File: config.mk
export PLATFORM = sky130hd
export DESIGN_NAME = vfa_div_step
export DESIGN_NICKNAME = d
export VERILOG_FILES = /design/src/sv/vfa_pkg.sv /design/src/sv/vfa_div_step.sv
export SDC_FILE = /design/constraint.sdc
export NUM_CORES = 1
export LEC_CHECK = 0
export ABC_AREA = 1
export BUFFER_PORTS_ARGS = -buffer_cell sky130_fd_sc_hd__buf_2
export CORE_AREA = 3 3 369 371
export CTS_CLUSTER_DIAMETER = 50
export CTS_CLUSTER_SIZE = 25
export DETAILED_ROUTE_END_ITERATION = 8
export DIE_AREA = 0 0 372 374
export PLACE_DENSITY_LB_ADDON = 0.15
export SLEW_MARGIN = 10
export SYNTH_ARGS = -nofsm -noshare
export SYNTH_HDL_FRONTEND = slang
export SYNTH_SLANG_ARGS = --single-unit
File: constraint.sdc
create_clock -name clk -period 2.1 [get_ports clk]
set_input_delay 0.105 -clock clk [delete_from_list [all_inputs] [get_ports clk]]
set_output_delay 0.105 -clock clk [all_outputs]
set_load 0.01 [all_outputs]
File: src/sv/vfa_pkg.sv
package vfa_pkg;

	localparam int WORD_BITS = 32;
	localparam int FRAC_BITS = 16;

	// Full-width products, sums of three products, and rounded values.
	localparam int PROD_W = 2 * WORD_BITS;
	localparam int SUM_W  = PROD_W + 2;
	localparam int RND_W  = SUM_W - FRAC_BITS;
	localparam int HALF   = 1 << (FRAC_BITS - 1);

	// Square root and divide datapaths.
	localparam int ROOT_W = WORD_BITS;
	localparam int QUO_W  = FRAC_BITS + 2;
	localparam int DREM_W = WORD_BITS + 2;
	localparam int NUM_W  = WORD_BITS + FRAC_BITS + 2;

	localparam logic signed [WORD_BITS-1:0] SMAX = {1'b0, {(WORD_BITS - 1){1'b1}}};
	localparam logic signed [WORD_BITS-1:0] SMIN = {1'b1, {(WORD_BITS - 1){1'b0}}};

	typedef enum logic [2:0] {
		OP_ADD   = 3'd0,
		OP_SUB   = 3'd1,
		OP_SCALE = 3'd2,
		OP_DOT   = 3'd3,
		OP_CROSS = 3'd4,
		OP_MAG   = 3'd5,
		OP_NORM  = 3'd6
	} vfa_op_t;

	typedef enum logic [1:0] {
		ST_OK   = 2'd0,
		ST_SAT  = 2'd1,
		ST_ZERO = 2'd2
	} vfa_status_t;

	typedef struct packed {
		logic [2:0]                  req_type;
		logic signed [WORD_BITS-1:0] ax;
		logic signed [WORD_BITS-1:0] ay;
		logic signed [WORD_BITS-1:0] az;
		logic signed [WORD_BITS-1:0] bx;
		logic signed [WORD_BITS-1:0] by;
		logic signed [WORD_BITS-1:0] bz;
		logic signed [WORD_BITS-1:0] scalar_in;
	} vfa_req_t;

	typedef struct packed {
		logic signed [WORD_BITS-1:0] rx;
		logic signed [WORD_BITS-1:0] ry;
		logic signed [WORD_BITS-1:0] rz;
		logic signed [WORD_BITS-1:0] scalar_out;
		logic [1:0]                  status;
	} vfa_rsp_t;

	// What an item carries past the multiply front end.
	typedef struct packed {
		logic [2:0]                 op;
		vfa_rsp_t                   rsp;
		logic [2:0]                 neg;
		logic [2:0][WORD_BITS-1:0]  aabs;
	} vfa_side_t;

	typedef struct packed {
		logic [PROD_W-1:0] rad;
		logic [ROOT_W:0]   rem;
		logic [ROOT_W-1:0] root;
	} vfa_sqrt_t;

	typedef struct packed {
		logic [DREM_W-1:0] rem;
		logic [QUO_W-1:0]  nb;
		logic [QUO_W-1:0]  q;
	} vfa_div_t;

	typedef struct packed {
		logic                        ov;
		logic signed [WORD_BITS-1:0] val;
	} vfa_sat_t;

	function automatic vfa_sat_t vfa_sat(input logic signed [RND_W-1:0] v);
		vfa_sat_t r;
		r.ov  = 1'b0;
		r.val = WORD_BITS'(v);
		if (v > RND_W'(SMAX)) begin
			r.ov  = 1'b1;
			r.val = SMAX;
		end else if (v < RND_W'(SMIN)) begin
			r.ov  = 1'b1;
			r.val = SMIN;
		end
		return r;
	endfunction

endpackage

File: src/sv/vfa_div_step.sv
module vfa_div_step (
	input  logic                              clk,
	input  logic                              arst_n,
	input  logic                              adv,
	input  logic                              valid_i,
	input  vfa_pkg::vfa_side_t                side_i,
	input  logic [vfa_pkg::DREM_W-1:0]        dsor_i,
	input  vfa_pkg::vfa_div_t [2:0]           lanes_i,
	output logic                              valid_s1,
	output vfa_pkg::vfa_side_t                side_s1,
	output logic [vfa_pkg::DREM_W-1:0]        dsor_s1,
	output vfa_pkg::vfa_div_t [2:0]           lanes_s1
);
	import vfa_pkg::*;

	logic [DREM_W:0]    cur [3];
	logic [DREM_W:0]    diff [3];
	logic [2:0]         ge;
	vfa_div_t [2:0]     nxt;

	// Restoring division, one quotient bit per stage in each of the three lanes.
	always_comb begin
		for (int i = 0; i < 3; i++) begin
			cur[i]      = {lanes_i[i].rem, lanes_i[i].nb[QUO_W-1]};
			diff[i]     = cur[i] - {1'b0, dsor_i};
			ge[i]       = (cur[i] >= {1'b0, dsor_i});
			nxt[i].rem  = ge[i] ? diff[i][DREM_W-1:0] : cur[i][DREM_W-1:0];
			nxt[i].nb   = {lanes_i[i].nb[QUO_W-2:0], 1'b0};
			nxt[i].q    = {lanes_i[i].q[QUO_W-2:0], ge[i]};
		end
	end

	always_ff @(posedge clk or negedge arst_n) begin
		if (!arst_n) begin
			valid_s1 <= 1'b0;
		end else if (adv) begin
			valid_s1 <= valid_i;
		end
	end

	always_ff @(posedge clk) begin
		if (adv) begin
			side_s1  <= side_i;
			dsor_s1  <= dsor_i;
			lanes_s1 <= nxt;
		end
	end

endmodule

==> impl_metrics.yaml <==
outcome:
  status: "finished, final reports clean"
setup_path:
  crit_path_start_kind: "input pin"
  critPathCaptureType: "flop"
  slowest_stage: "dlygate4sd3_1"
  required_ns: 2.48
  critPathBufInv: 2
  timing.rr.end: "valid_s1"
  timing.rr.start: "valid_s1"
  crit_top_cell: "nand2_1"
  worst-path-max-fanout: 3
  crit_chain: "dlygate4sd3_1 -> buf_2 -> fa_1 -> nand3_1 -> nand3_1 -> nand2_1 -> nand2_1 -> nand2_1 -> nand2_1 -> nand2_1 -> nand3_1 -> nand3_1 -> nand2_1"
  r2r_setup_slack_ns: 1.34
  arrival_ns: 2.45
  path_class: "input pin to flop"
  ff2ff_path_depth: 1
  cpPeakStageDelay_ns: 0.55
  critical_path.top_delay_family: "simple AND/OR/NAND/NOR gates"
die:
  initial_core_util_pct: 17.41
  design.core.area_sq_mm: 0.1333
  die_w_um: 372
  ioPinCount: 957
  die_area_sq_mm: 0.1391
  die_y_um: 374
  rows: 134
timing:
  finalSetupViolCount: 0
  slew_headroom_pct: 64.49
  finalHoldViolations: 0
  fin_crit_ns: 2.065
  fmax_mhz: 484.2
  finalMaxSlewViolations: 0
  rsz0062_at_grt: "true"
  fin_skew_ns: 0
  worstMarginPinSlew_ns: 0.5326
  worst_slack_ns: 0.03463
  setup_tns_ns: 0
  post-route-period-util_pct: 98.35
cells_and_area:
  final_common_cell: "buf_2"
  final_cell_mix: "buf_2, nand2_1, dlygate4sd3_1"
  multi_input_area_sq_mm: 0.007742
  syn2layout_area_growth_pct: 81.04
  drive_gt1_share_pct: 38.66
  seq_area_sq_mm: 0.01423
  final_net_count: 4921
  fill_cells: 14180
logic_synthesis:
  async_reset_ff_share_pct: 0.2110
  synthFlopType: "edfxtp_1"
  synth-seq-cells: 474
  syn_inst: 2344
  synth-seq-area-share_pct: 61.33
  synth_edf_count: 473
  synth_cell_type_count: 36
  synth_warnings: 0
  avgSynthCellArea_sq_um: 9.898
  syn-cell-area_sq_mm: 0.02320
global_route:
  gr-total-overflow: 0
  grt_max_degree: 89
  grt_pass1_vias: 24290
  gr-usage-all-layers_pct: 19.39
  grt_pass1_wl_mm: 186.1
  antenna_found_initial: 54
detailed_routing:
  drt-total-wl_mm: 139.5
  via_per_inst: 3.838
  wl_per_cell_um: 22.57
  drt_pass1_iterations: 7
  detail_route.iter0.violations: 1261
  final_antenna_net_count: 0
  vias: 23730
  drc_errors: 0
worst_hold_path:
  hold_path.startpoint: "lanes_i[205]"
  hp-class: "input pin to flop"
  hold-path-cell-count: 5
  hold_path_end: "lanes_s1[206]"
clock_tree:
  clk_pin_slew_worst_paths_ns: 0.05
  cts_buffer_depth: 3
  cts_buffers: 76
  tritoncts: "done"
  insertion_delay_ns: 0.69
  cts_root_buffer: "clkbuf_16"
  h-tree-depth: 3
  clock-sinks: 474
placed_design:
  io_buffer_count: 950
  globalplace.congestion: 0.9298
  hpwl_mm: 116.8
  place_ws_ns: -0.7175
job:
  max_cap_violations: 0
pwr:
  p_leak_uw: 0.02012
  power_density_mw_per_mm2: 772.8
  peakVddDrop_uv: 540.4
==> cells by family (layout without fill, tap and decap cells) <==
kind of cell / count (synthesis) / in the layout / synth area share [%]
and+or+nand+nor: 1215 / 1215 / 21.48
DFF: 474 / 474 / 61.33
muxes: 1 / 1 / 0.04854
buffers and inverters: 365 / 2416 / 6.450
xor gates and xnor gates: 54 / 54 / 2.039
AOI/OAI and AO/OA: 129 / 129 / 2.880
other: 1 / 21 / 0.01616
adders and majority gates: 105 / 105 / 5.760
==> cell type report <==
type	count	share of cell area (%)
flip-flops and latches	474	33.88
repair buffers	1933	33.04
multi-input cells	1507	18.43
well taps	1768	5.267
clock buffers	82	4.582
inverters	344	3.122
clock inverters	57	1.570
diodes	18	0.1072
==> Yosys cell counts (all sizes together) (2+ instances only) <==
master	n	area (sq um)
nor3	19	100.1
ha	102	1276
o21bai	6	45.04
or2	2	12.51
o21ai	39	195.2
xnor2	7	61.31
nor2	173	679.4
nand4	11	68.82
fa	3	60.06
buf	21	195.2
nand3b	18	135.1
nand2	887	3441
nand3	102	525.5
a21oi	84	427.9
edfxtp	473	14200
xor2	47	411.6
inv	344	1301
==> sequential cells by signal, indices dropped and copies added, names as in the netlist <==
register,count
dsor_s1,34
valid_s1,1
lanes_s1,207
side_s1,232
==> power breakdown <==
| part | internal [uW] | switching [uW] |
|---|---|---|
| clock network | 7500 | 5360 |
| registers | 11500 | 333 |
| logic | 3430 | 4320 |
==> per-layer routing <==
layer | vias up | GRT usage (%) | wire (um)
li1 | 11690 | - | -
met1 | 10980 | 23.03 | 55930
met2 | 840 | 31.42 | 63890
met3 | 197 | 7.955 | 14400
met4 | 20 | 6.615 | 5099
met5 | - | 0.6294 | 228
==> timing repair <==
item	in CTS	in global routing
setup endpoints to repair	0	102
hold buffers	475	0
hold endpoints to repair	539	0
gates resized for setup	0	67
setup buffers	0	2
==> worst max-delay path by stage <==
stage	startpoint	end	slack, ns	cells after the start
4_1_cts	lanes_i[129]	lanes_s1[126]	0.006	16
6_report	lanes_i[36]	lanes_s1[68]	0.03	13
3_5_place_dp	dsor_i[5]	lanes_s1[126]	-0.72	13
3_3_place_gp	dsor_i[5]	lanes_s1[126]	-0.73	13
5_1_grt	lanes_i[57]	lanes_s1[42]	0.0003	14
2_1_floorplan	dsor_i[1]	lanes_s1[136]	0.23	15
==> metrics by stage <==
step	hold slack [ns]	instances	util, %	total power (uW)	area [sq um]
detailed placement	-0.1130	5549	25.75	18990	34330
global placement	-0.1174	5549	25.75	19050	34330
CTS	0.01656	6163	31.26	32950	41660
floorplan	-0.1906	2346	-	14510	23210
global route	0.07272	6173	31.49	34060	41980
finish	0.06420	6183	31.51	32460	42000
==> tightest hold or removal path, delay by kind of cell <==
| kind | cells | cell delay [ns] |
|---|---|---|
| simple gates | 3 | 0.18 |
| fa+ha+maj | 1 | 0.17 |
| buf+inv | 1 | 0.10 |
(Power assumes the default switching activity.)
