<file path="src/sv/vfa_pkg.sv">
package vfa_pkg;

	localparam int WORD_BITS = 32;
	localparam int FRAC_BITS = 16;

	// Full-width products, sums of three products, and rounded values.
	localparam int PROD_W = 2 * WORD_BITS;
	localparam int SUM_W  = PROD_W + 2;
	localparam int RND_W  = SUM_W - FRAC_BITS;
	localparam int HALF   = 1 << (FRAC_BITS - 1);

	// Square root and divide datapaths.
	localparam int ROOT_W = WORD_BITS;
	localparam int QUO_W  = FRAC_BITS + 2;
	localparam int DREM_W = WORD_BITS + 2;
	localparam int NUM_W  = WORD_BITS + FRAC_BITS + 2;

	localparam logic signed [WORD_BITS-1:0] SMAX = {1'b0, {(WORD_BITS - 1){1'b1}}};
	localparam logic signed [WORD_BITS-1:0] SMIN = {1'b1, {(WORD_BITS - 1){1'b0}}};

	typedef enum logic [2:0] {
		OP_ADD   = 3'd0,
		OP_SUB   = 3'd1,
		OP_SCALE = 3'd2,
		OP_DOT   = 3'd3,
		OP_CROSS = 3'd4,
		OP_MAG   = 3'd5,
		OP_NORM  = 3'd6
	} vfa_op_t;

	typedef enum logic [1:0] {
		ST_OK   = 2'd0,
		ST_SAT  = 2'd1,
		ST_ZERO = 2'd2
	} vfa_status_t;

	typedef struct packed {
		logic [2:0]                  req_type;
		logic signed [WORD_BITS-1:0] ax;
		logic signed [WORD_BITS-1:0] ay;
		logic signed [WORD_BITS-1:0] az;
		logic signed [WORD_BITS-1:0] bx;
		logic signed [WORD_BITS-1:0] by;
		logic signed [WORD_BITS-1:0] bz;
		logic signed [WORD_BITS-1:0] scalar_in;
	} vfa_req_t;

	typedef struct packed {
		logic signed [WORD_BITS-1:0] rx;
		logic signed [WORD_BITS-1:0] ry;
		logic signed [WORD_BITS-1:0] rz;
		logic signed [WORD_BITS-1:0] scalar_out;
		logic [1:0]                  status;
	} vfa_rsp_t;

	// What an item carries past the multiply front end.
	typedef struct packed {
		logic [2:0]                 op;
		vfa_rsp_t                   rsp;
		logic [2:0]                 neg;
		logic [2:0][WORD_BITS-1:0]  aabs;
	} vfa_side_t;

	typedef struct packed {
		logic [PROD_W-1:0] rad;
		logic [ROOT_W:0]   rem;
		logic [ROOT_W-1:0] root;
	} vfa_sqrt_t;

	typedef struct packed {
		logic [DREM_W-1:0] rem;
		logic [QUO_W-1:0]  nb;
		logic [QUO_W-1:0]  q;
	} vfa_div_t;

	typedef struct packed {
		logic                        ov;
		logic signed [WORD_BITS-1:0] val;
	} vfa_sat_t;

	function automatic vfa_sat_t vfa_sat(input logic signed [RND_W-1:0] v);
		vfa_sat_t r;
		r.ov  = 1'b0;
		r.val = WORD_BITS'(v);
		if (v > RND_W'(SMAX)) begin
			r.ov  = 1'b1;
			r.val = SMAX;
		end else if (v < RND_W'(SMIN)) begin
			r.ov  = 1'b1;
			r.val = SMIN;
		end
		return r;
	endfunction

endpackage

</file>
<file path="src/sv/vfa_sqrt_step.sv">
module vfa_sqrt_step (
	input  logic                 clk,
	input  logic                 arst_n,
	input  logic                 adv,
	input  logic                 valid_i,
	input  vfa_pkg::vfa_side_t   side_i,
	input  vfa_pkg::vfa_sqrt_t   sqrt_i,
	output logic                 valid_s1,
	output vfa_pkg::vfa_side_t   side_s1,
	output vfa_pkg::vfa_sqrt_t   sqrt_s1
);
	import vfa_pkg::*;

	logic [ROOT_W+2:0] cur;
	logic [ROOT_W+2:0] trial;
	logic [ROOT_W+2:0] diff;
	logic              ge;
	vfa_sqrt_t         nxt;

	// One result bit per stage: bring down two radicand bits, try root*4+1.
	always_comb begin
		cur       = {sqrt_i.rem, sqrt_i.rad[PROD_W-1 -: 2]};
		trial     = {1'b0, sqrt_i.root, 2'b01};
		diff      = cur - trial;
		ge        = (cur >= trial);
		nxt.rad   = {sqrt_i.rad[PROD_W-3:0], 2'b00};
		nxt.rem   = ge ? diff[ROOT_W:0] : cur[ROOT_W:0];
		nxt.root  = {sqrt_i.root[ROOT_W-2:0], ge};
	end

	always_ff @(posedge clk or negedge arst_n) begin
		if (!arst_n) begin
			valid_s1 <= 1'b0;
		end else if (adv) begin
			valid_s1 <= valid_i;
		end
	end

	always_ff @(posedge clk) begin
		if (adv) begin
			side_s1 <= side_i;
			sqrt_s1 <= nxt;
		end
	end

endmodule

</file>
<file path="config.mk">
export PLATFORM = sky130hd
export DESIGN_NAME = vfa_sqrt_step
export DESIGN_NICKNAME = d
export VERILOG_FILES = /design/src/sv/vfa_pkg.sv /design/src/sv/vfa_sqrt_step.sv
export SDC_FILE = /design/constraint.sdc
export NUM_CORES = 1
export LEC_CHECK = 0
export BUFFER_PORTS_ARGS = -buffer_cell sky130_fd_sc_hd__buf_2
export CAP_MARGIN = 20
export CORE_AREA = 2 2 282 284
export CTS_BUF_LIST = sky130_fd_sc_hd__clkbuf_4
export CTS_CLUSTER_DIAMETER = 200
export CTS_CLUSTER_SIZE = 30
export DETAILED_ROUTE_END_ITERATION = 6
export DIE_AREA = 0 0 284 286
export PLACE_DENSITY = 0.41
export RECOVER_POWER = 25
export SYNTH_ARGS = -nofsm -noshare
export SYNTH_HDL_FRONTEND = slang
export SYNTH_SLANG_ARGS = --single-unit
</file>
<file path="constraint.sdc">
create_clock -name clk -period 0.85 [get_ports clk]
set_clock_uncertainty 0.15 [all_clocks]
set_input_delay 0.1275 -clock clk [delete_from_list [all_inputs] [get_ports clk]]
set_output_delay 0.1275 -clock clk [all_outputs]
set_load 0.03 [all_outputs]
</file>
==> out/summary.txt, run 1 <==
status: stopped before the end
Failed at: clock tree synthesis (4_1_cts)
Err: [ERROR RSZ-0060] Max buffer count reached.
cts repair resizes: 793
hold-fix buffers at CTS: 536
Yosys reg bits: 360
Sink Count: 360
Area contributors post-synth: edfxtp_1 82%, ha_1 3.2%, a21oi_1 2.1%, xnor2_1 1.3%, nor2_1 1.2%
Synth top area share: 82.3%
chip height: 286 um
Site Rows: 103
Mapped Area: 0.0131 sq mm
Synth area leader: edfxtp_1
Initial Util: 16.7%
Ports: 727
Mapped Avg Cell Area: 18.1 sq um
synth warn: 0
# port buffers: 724
postcts setup bufs: 14
ys flop type: edfxtp_1
Netlist cell types: 49
fraction of registers with async set/reset: 0.278%
Post-synth EDFFs: 359
gate count after technology mapping: 722
Die X-Extent: 284 um
DP Wirelength: 42,500 um
gpl congestion: 0.846
Seq/Total Area, Yosys: 82.5%
Num CTS Buffers: 15
H-tree depth reported by CTS: 1
Root Driver: clkbuf_4
Max Root-Sink Buffers: 3
==> cell families after synthesis <==
kind of cell | after synthesis | share of synthesized area (%)
flip-flops | 360 | 82.5
AO/OA/AOI/OAI | 131 | 6.31
AND/OR/NAND/NOR | 103 | 3.50
buffers and inverters | 57 | 1.88
adder cells (fa/ha/maj) | 34 | 3.25
XOR/XNOR | 28 | 1.87
multiplexers | 8 | 0.688
other | 1 | 0.0286
==> through the flow <==
step / TNS, ns / worst slack, ns / instance area (sq um) / instances
after detailed placement: -165.50 / -2.11 / 19600 / 2634
after global placement: -164.85 / -2.12 / 19600 / 2634
after floorplan: -53.54 / -1.64 / 13300 / 723
==> synth_stat cells (5+ instances only) <==
master and n:
buf_2 8, edfxtp_1 359, nand2_1 28, o21bai_1 6
inv_1 39, a21o_1 9, a31oi_1 5, nand3_1 8
o21a_1 8, mux2_2 8, clkbuf_1 5, ha_1 34
xor2_1 9, xnor2_1 19, o21ai_0 20, nor2_1 42
nand4_1 6, nor3_1 5, a21oi_1 56
==> inputs of run 2 (changes only) <==
Settings changed: CORE_AREA 2 2 282 284 to 2 2 285 287, CTS_BUF_LIST sky130_fd_sc_hd__clkbuf_4 to not set, CTS_CLUSTER_DIAMETER 200 to not set, CTS_CLUSTER_SIZE 30 to not set, DIE_AREA 0 0 284 286 to 0 0 287 289, PLACE_DENSITY 0.41 to not set, PLACE_DENSITY_LB_ADDON set to 0.15.
Clock period 0.85 ns to 1.1 ns, I/O delays scaled along.
==> run 2 against run 1 <==
Compared with the run above:
- the flow now finishes, with violations (setup timing)
- synthesized cell count did not move
- synthesized area did not move
==> out/summary.txt, run 2 <==
Largest Register: side_s1
crit path max fanout: 9
Net Sw Power: 0.0116 W
Antenna Violating Nets Remaining: 0
Relative slew margins: 58.6%
TritonRoute pass-1 iters: 4
top cells by count, synth: 359 x edfxtp_1, 56 x a21oi_1, 42 x nor2_1
ys flop type: edfxtp_1
Area contributors post-synth: edfxtp_1 82%, ha_1 3.2%, a21oi_1 2.1%, xnor2_1 1.3%, nor2_1 1.2%
max reg flops: 232
commonest non-fill, non-tap cells in the layout: 378 x buf_6, 364 x dlygate4sd3_1, 359 x edfxtp_1
DP Wirelength: 40,500 um (-4.7%)
Mapped Avg Cell Area: 18.1 sq um (unchanged)
Worst EP arrival: 2.42 ns
Max-Cap Viols: 0
setup violators final: 544
vias per cell: 3.64
Placed Instance Area: 0.0195 sq mm (-0.44%)
Netlist cell types: 49 (unchanged)
first-pass GRT wire length: 76,100 um
# port buffers: 724 (unchanged)
WS Path Type: in -> reg
Synth top area share: 82.3% (unchanged)
synth warn: 0 (unchanged)
largest net degree at the start of global routing: 53
Initial Util: 16.4% (-0.32 points)
crit path time final: 2.26 ns
Total GRT Usage: 12.1%
clk_lat worst skew: 0.56 ns
crit path launch type: input pin
final WL: 53,900 um
most common cell after layout, fill and taps aside: buf_6
Ports: 727 (unchanged)
fraction of registers with async set/reset: 0.278% (unchanged)
Static Leak: 11.5 nW
final instance area: 0.0275 sq mm
sw frac: 27.8%
Regs by FF count: side_s1 (232), sqrt_s1 (127), valid_s1 (1)
slowest CP cell: a221o_1
share of layout cells above drive strength 1: 52.1%
chip height: 289 um (+1.0%)
post-route total power: 0.0417 W
combinational power share: 23.8%
Iter 0 DRT Violations: 392
post-DR wirelength/cell: 17.3 um
Final WS setup: -1.16 ns
Post-synth EDFFs: 359 (unchanged)
gpl congestion: 0.786 (-7.1%)
H-tree depth reported by CTS: 2 (+1)
VDD IR-drop max: 1050 uV
count leader, synth: edfxtp_1
Max Transition Viols Final: 0
Die X-Extent: 287 um (+1.1%)
Mapped Area: 0.0131 sq mm (unchanged)
RSZ-0062 raised after global routing: true
Yosys reg bits: 360 (unchanged)
Root Driver: clkbuf_16
Synth area leader: edfxtp_1
Tcrit/Tclk final: 205%
violations in the final reports: setup timing
final hold vios: 0
die area: 0.0829 sq mm
Synth-to-Final Area Change: 110%
GRT overflow: 0
TritonCTS clock tree: yes
pwr/cell area: 1520 mW/mm^2
Sink Count: 360 (unchanged)
Site Rows: 104 (+0.97%)
critical path's largest stage delay: 0.40 ns
vias in the first global route: 12.3k
CORE AREA: 0.0799 sq mm
Pint: 0.0301 W
worst-path cell chain: buf_8 > inv_8 > ha_4 > and4_4 > and3_4 > nand2_2 > a221o_1 > a21oi_2 > a21oi_2 > o21ai_4 > buf_12 > mux2_4
vias: 11.4k
Seq/Total Area, Yosys: 82.5% (unchanged)
Worst Tran Pin Value: 0.621 ns
Flop pwr share: 41.0%
Crit. End Element: register
clock share of power: 35.3%
Max Root-Sink Buffers: 3 (unchanged)
Min-Delay Path Class: in -> reg
Worst-path clk slew: 0.06 ns
fin nets: 2,431
CP dominant cell by count: a21oi_2
initial antenna violation count: 2
worst reg-to-reg setup slack: 0.20 ns
Max Fclk: 443 MHz
Num CTS Buffers: 44 (+29)
status: finished, violations left
hold-fix buffers at CTS: 365 (-32%)
CP required: 1.27 ns
gate count after technology mapping: 722 (unchanged)
DRC viols: 0
==> run 2: cell counts after synthesis <==
Identical to the previous run, type by type.
==> run 2: logic make-up (layout without fill, tap and decap cells) <==
logic type | Yosys count | after routing | synth area share, %
flops | 360 | 360 | 82.5
compound gates | 131 | 131 | 6.31
simple gates | 103 | 103 | 3.50
buf+inv | 57 | 1400 | 1.88
fa+ha+maj | 34 | 34 | 3.25
xor+xnor | 28 | 28 | 1.87
mux | 8 | 8 | 0.688
other cells | 1 | 3 | 0.0286
==> run 2: cell type report <==
type | instances | area (sq um)
flip-flops and latches | 360 | 10800
well taps | 1060 | 1330
multi-input cells | 306 | 2560
clock inverters | 28 | 295
repair buffers | 1281 | 11200
diodes | 1 | 2.50
inverters | 39 | 161
fillers | 7902 | 52400
clock buffers | 52 | 1150
==> run 2: per-stage QoR <==
stage / hold slack (ns) / TNS [ns] / utilization [%] / setup WS, ns / instances
floorplan: -0.281 / -46.17 / - / -1.43 / 723
global placement: -0.207 / -104.64 / 24.4 / -1.91 / 2654
detailed placement: -0.208 / -105.12 / 24.4 / -1.92 / 2654
CTS: -0.0238 / -248.11 / 34.1 / -1.09 / 3116
global route: 0.0324 / -211.69 / 34.5 / -1.18 / 3127
finish: 0.0293 / -179.33 / 34.5 / -1.16 / 3127
==> run 2: repair_timing <==
item,4_1_cts,5_1_grt
buffers inserted,17,9
cloned,0,1
endpoints found under the hold margin,439,48
pin swaps,23,14
setup endpoints to repair,394,500
gates resized for setup,776,55
==> run 2: critical path, delay by kind of cell <==
family,cells,cell delay (ns)
adder cells (fa/ha/maj),1,0.28
multiplexers,1,0.30
AO/OA/AOI/OAI,4,0.85
AND/OR/NAND/NOR,3,0.52
buffers and inverters,3,0.30
==> run 2: power by group through the flow <==
stage          combinational, W  sequential (W)  clock (W)
4_1_cts                 0.00985          0.0171     0.0153
3_3_place_gp            0.00717          0.0171          0
2_1_floorplan           0.00131          0.0195          0
5_1_grt                  0.0105          0.0172     0.0158
6_report                0.00991          0.0171     0.0147
3_5_place_dp            0.00716          0.0171          0
==> run 2: worst paths after layout <==
check / startpoint / endpoint / cells past startpoint
max in group asynchronous: arst_n / valid_s1 / 3
worst max register to register: valid_s1 / valid_s1 / 1
worst max-delay path: sqrt_i[6] / sqrt_s1[45] / 12
worst min register to register: valid_s1 / valid_s1 / 1
min in group asynchronous: arst_n / valid_s1 / 3
worst min-delay path: sqrt_i[51] / sqrt_s1[53] / 4
==> run 2: metal layers <==
layer | wire (um) | track usage [%] | vias to the layer above
li1 | - | - | 5400
met1 | 20400 | 13.4 | 5525
met2 | 29000 | 22.8 | 396
met3 | 3410 | 3.07 | 71
met4 | 1110 | 3.01 | 2
met5 | 16 | 0 | -
No activity file was read; power rests on OpenSTA's default activity.
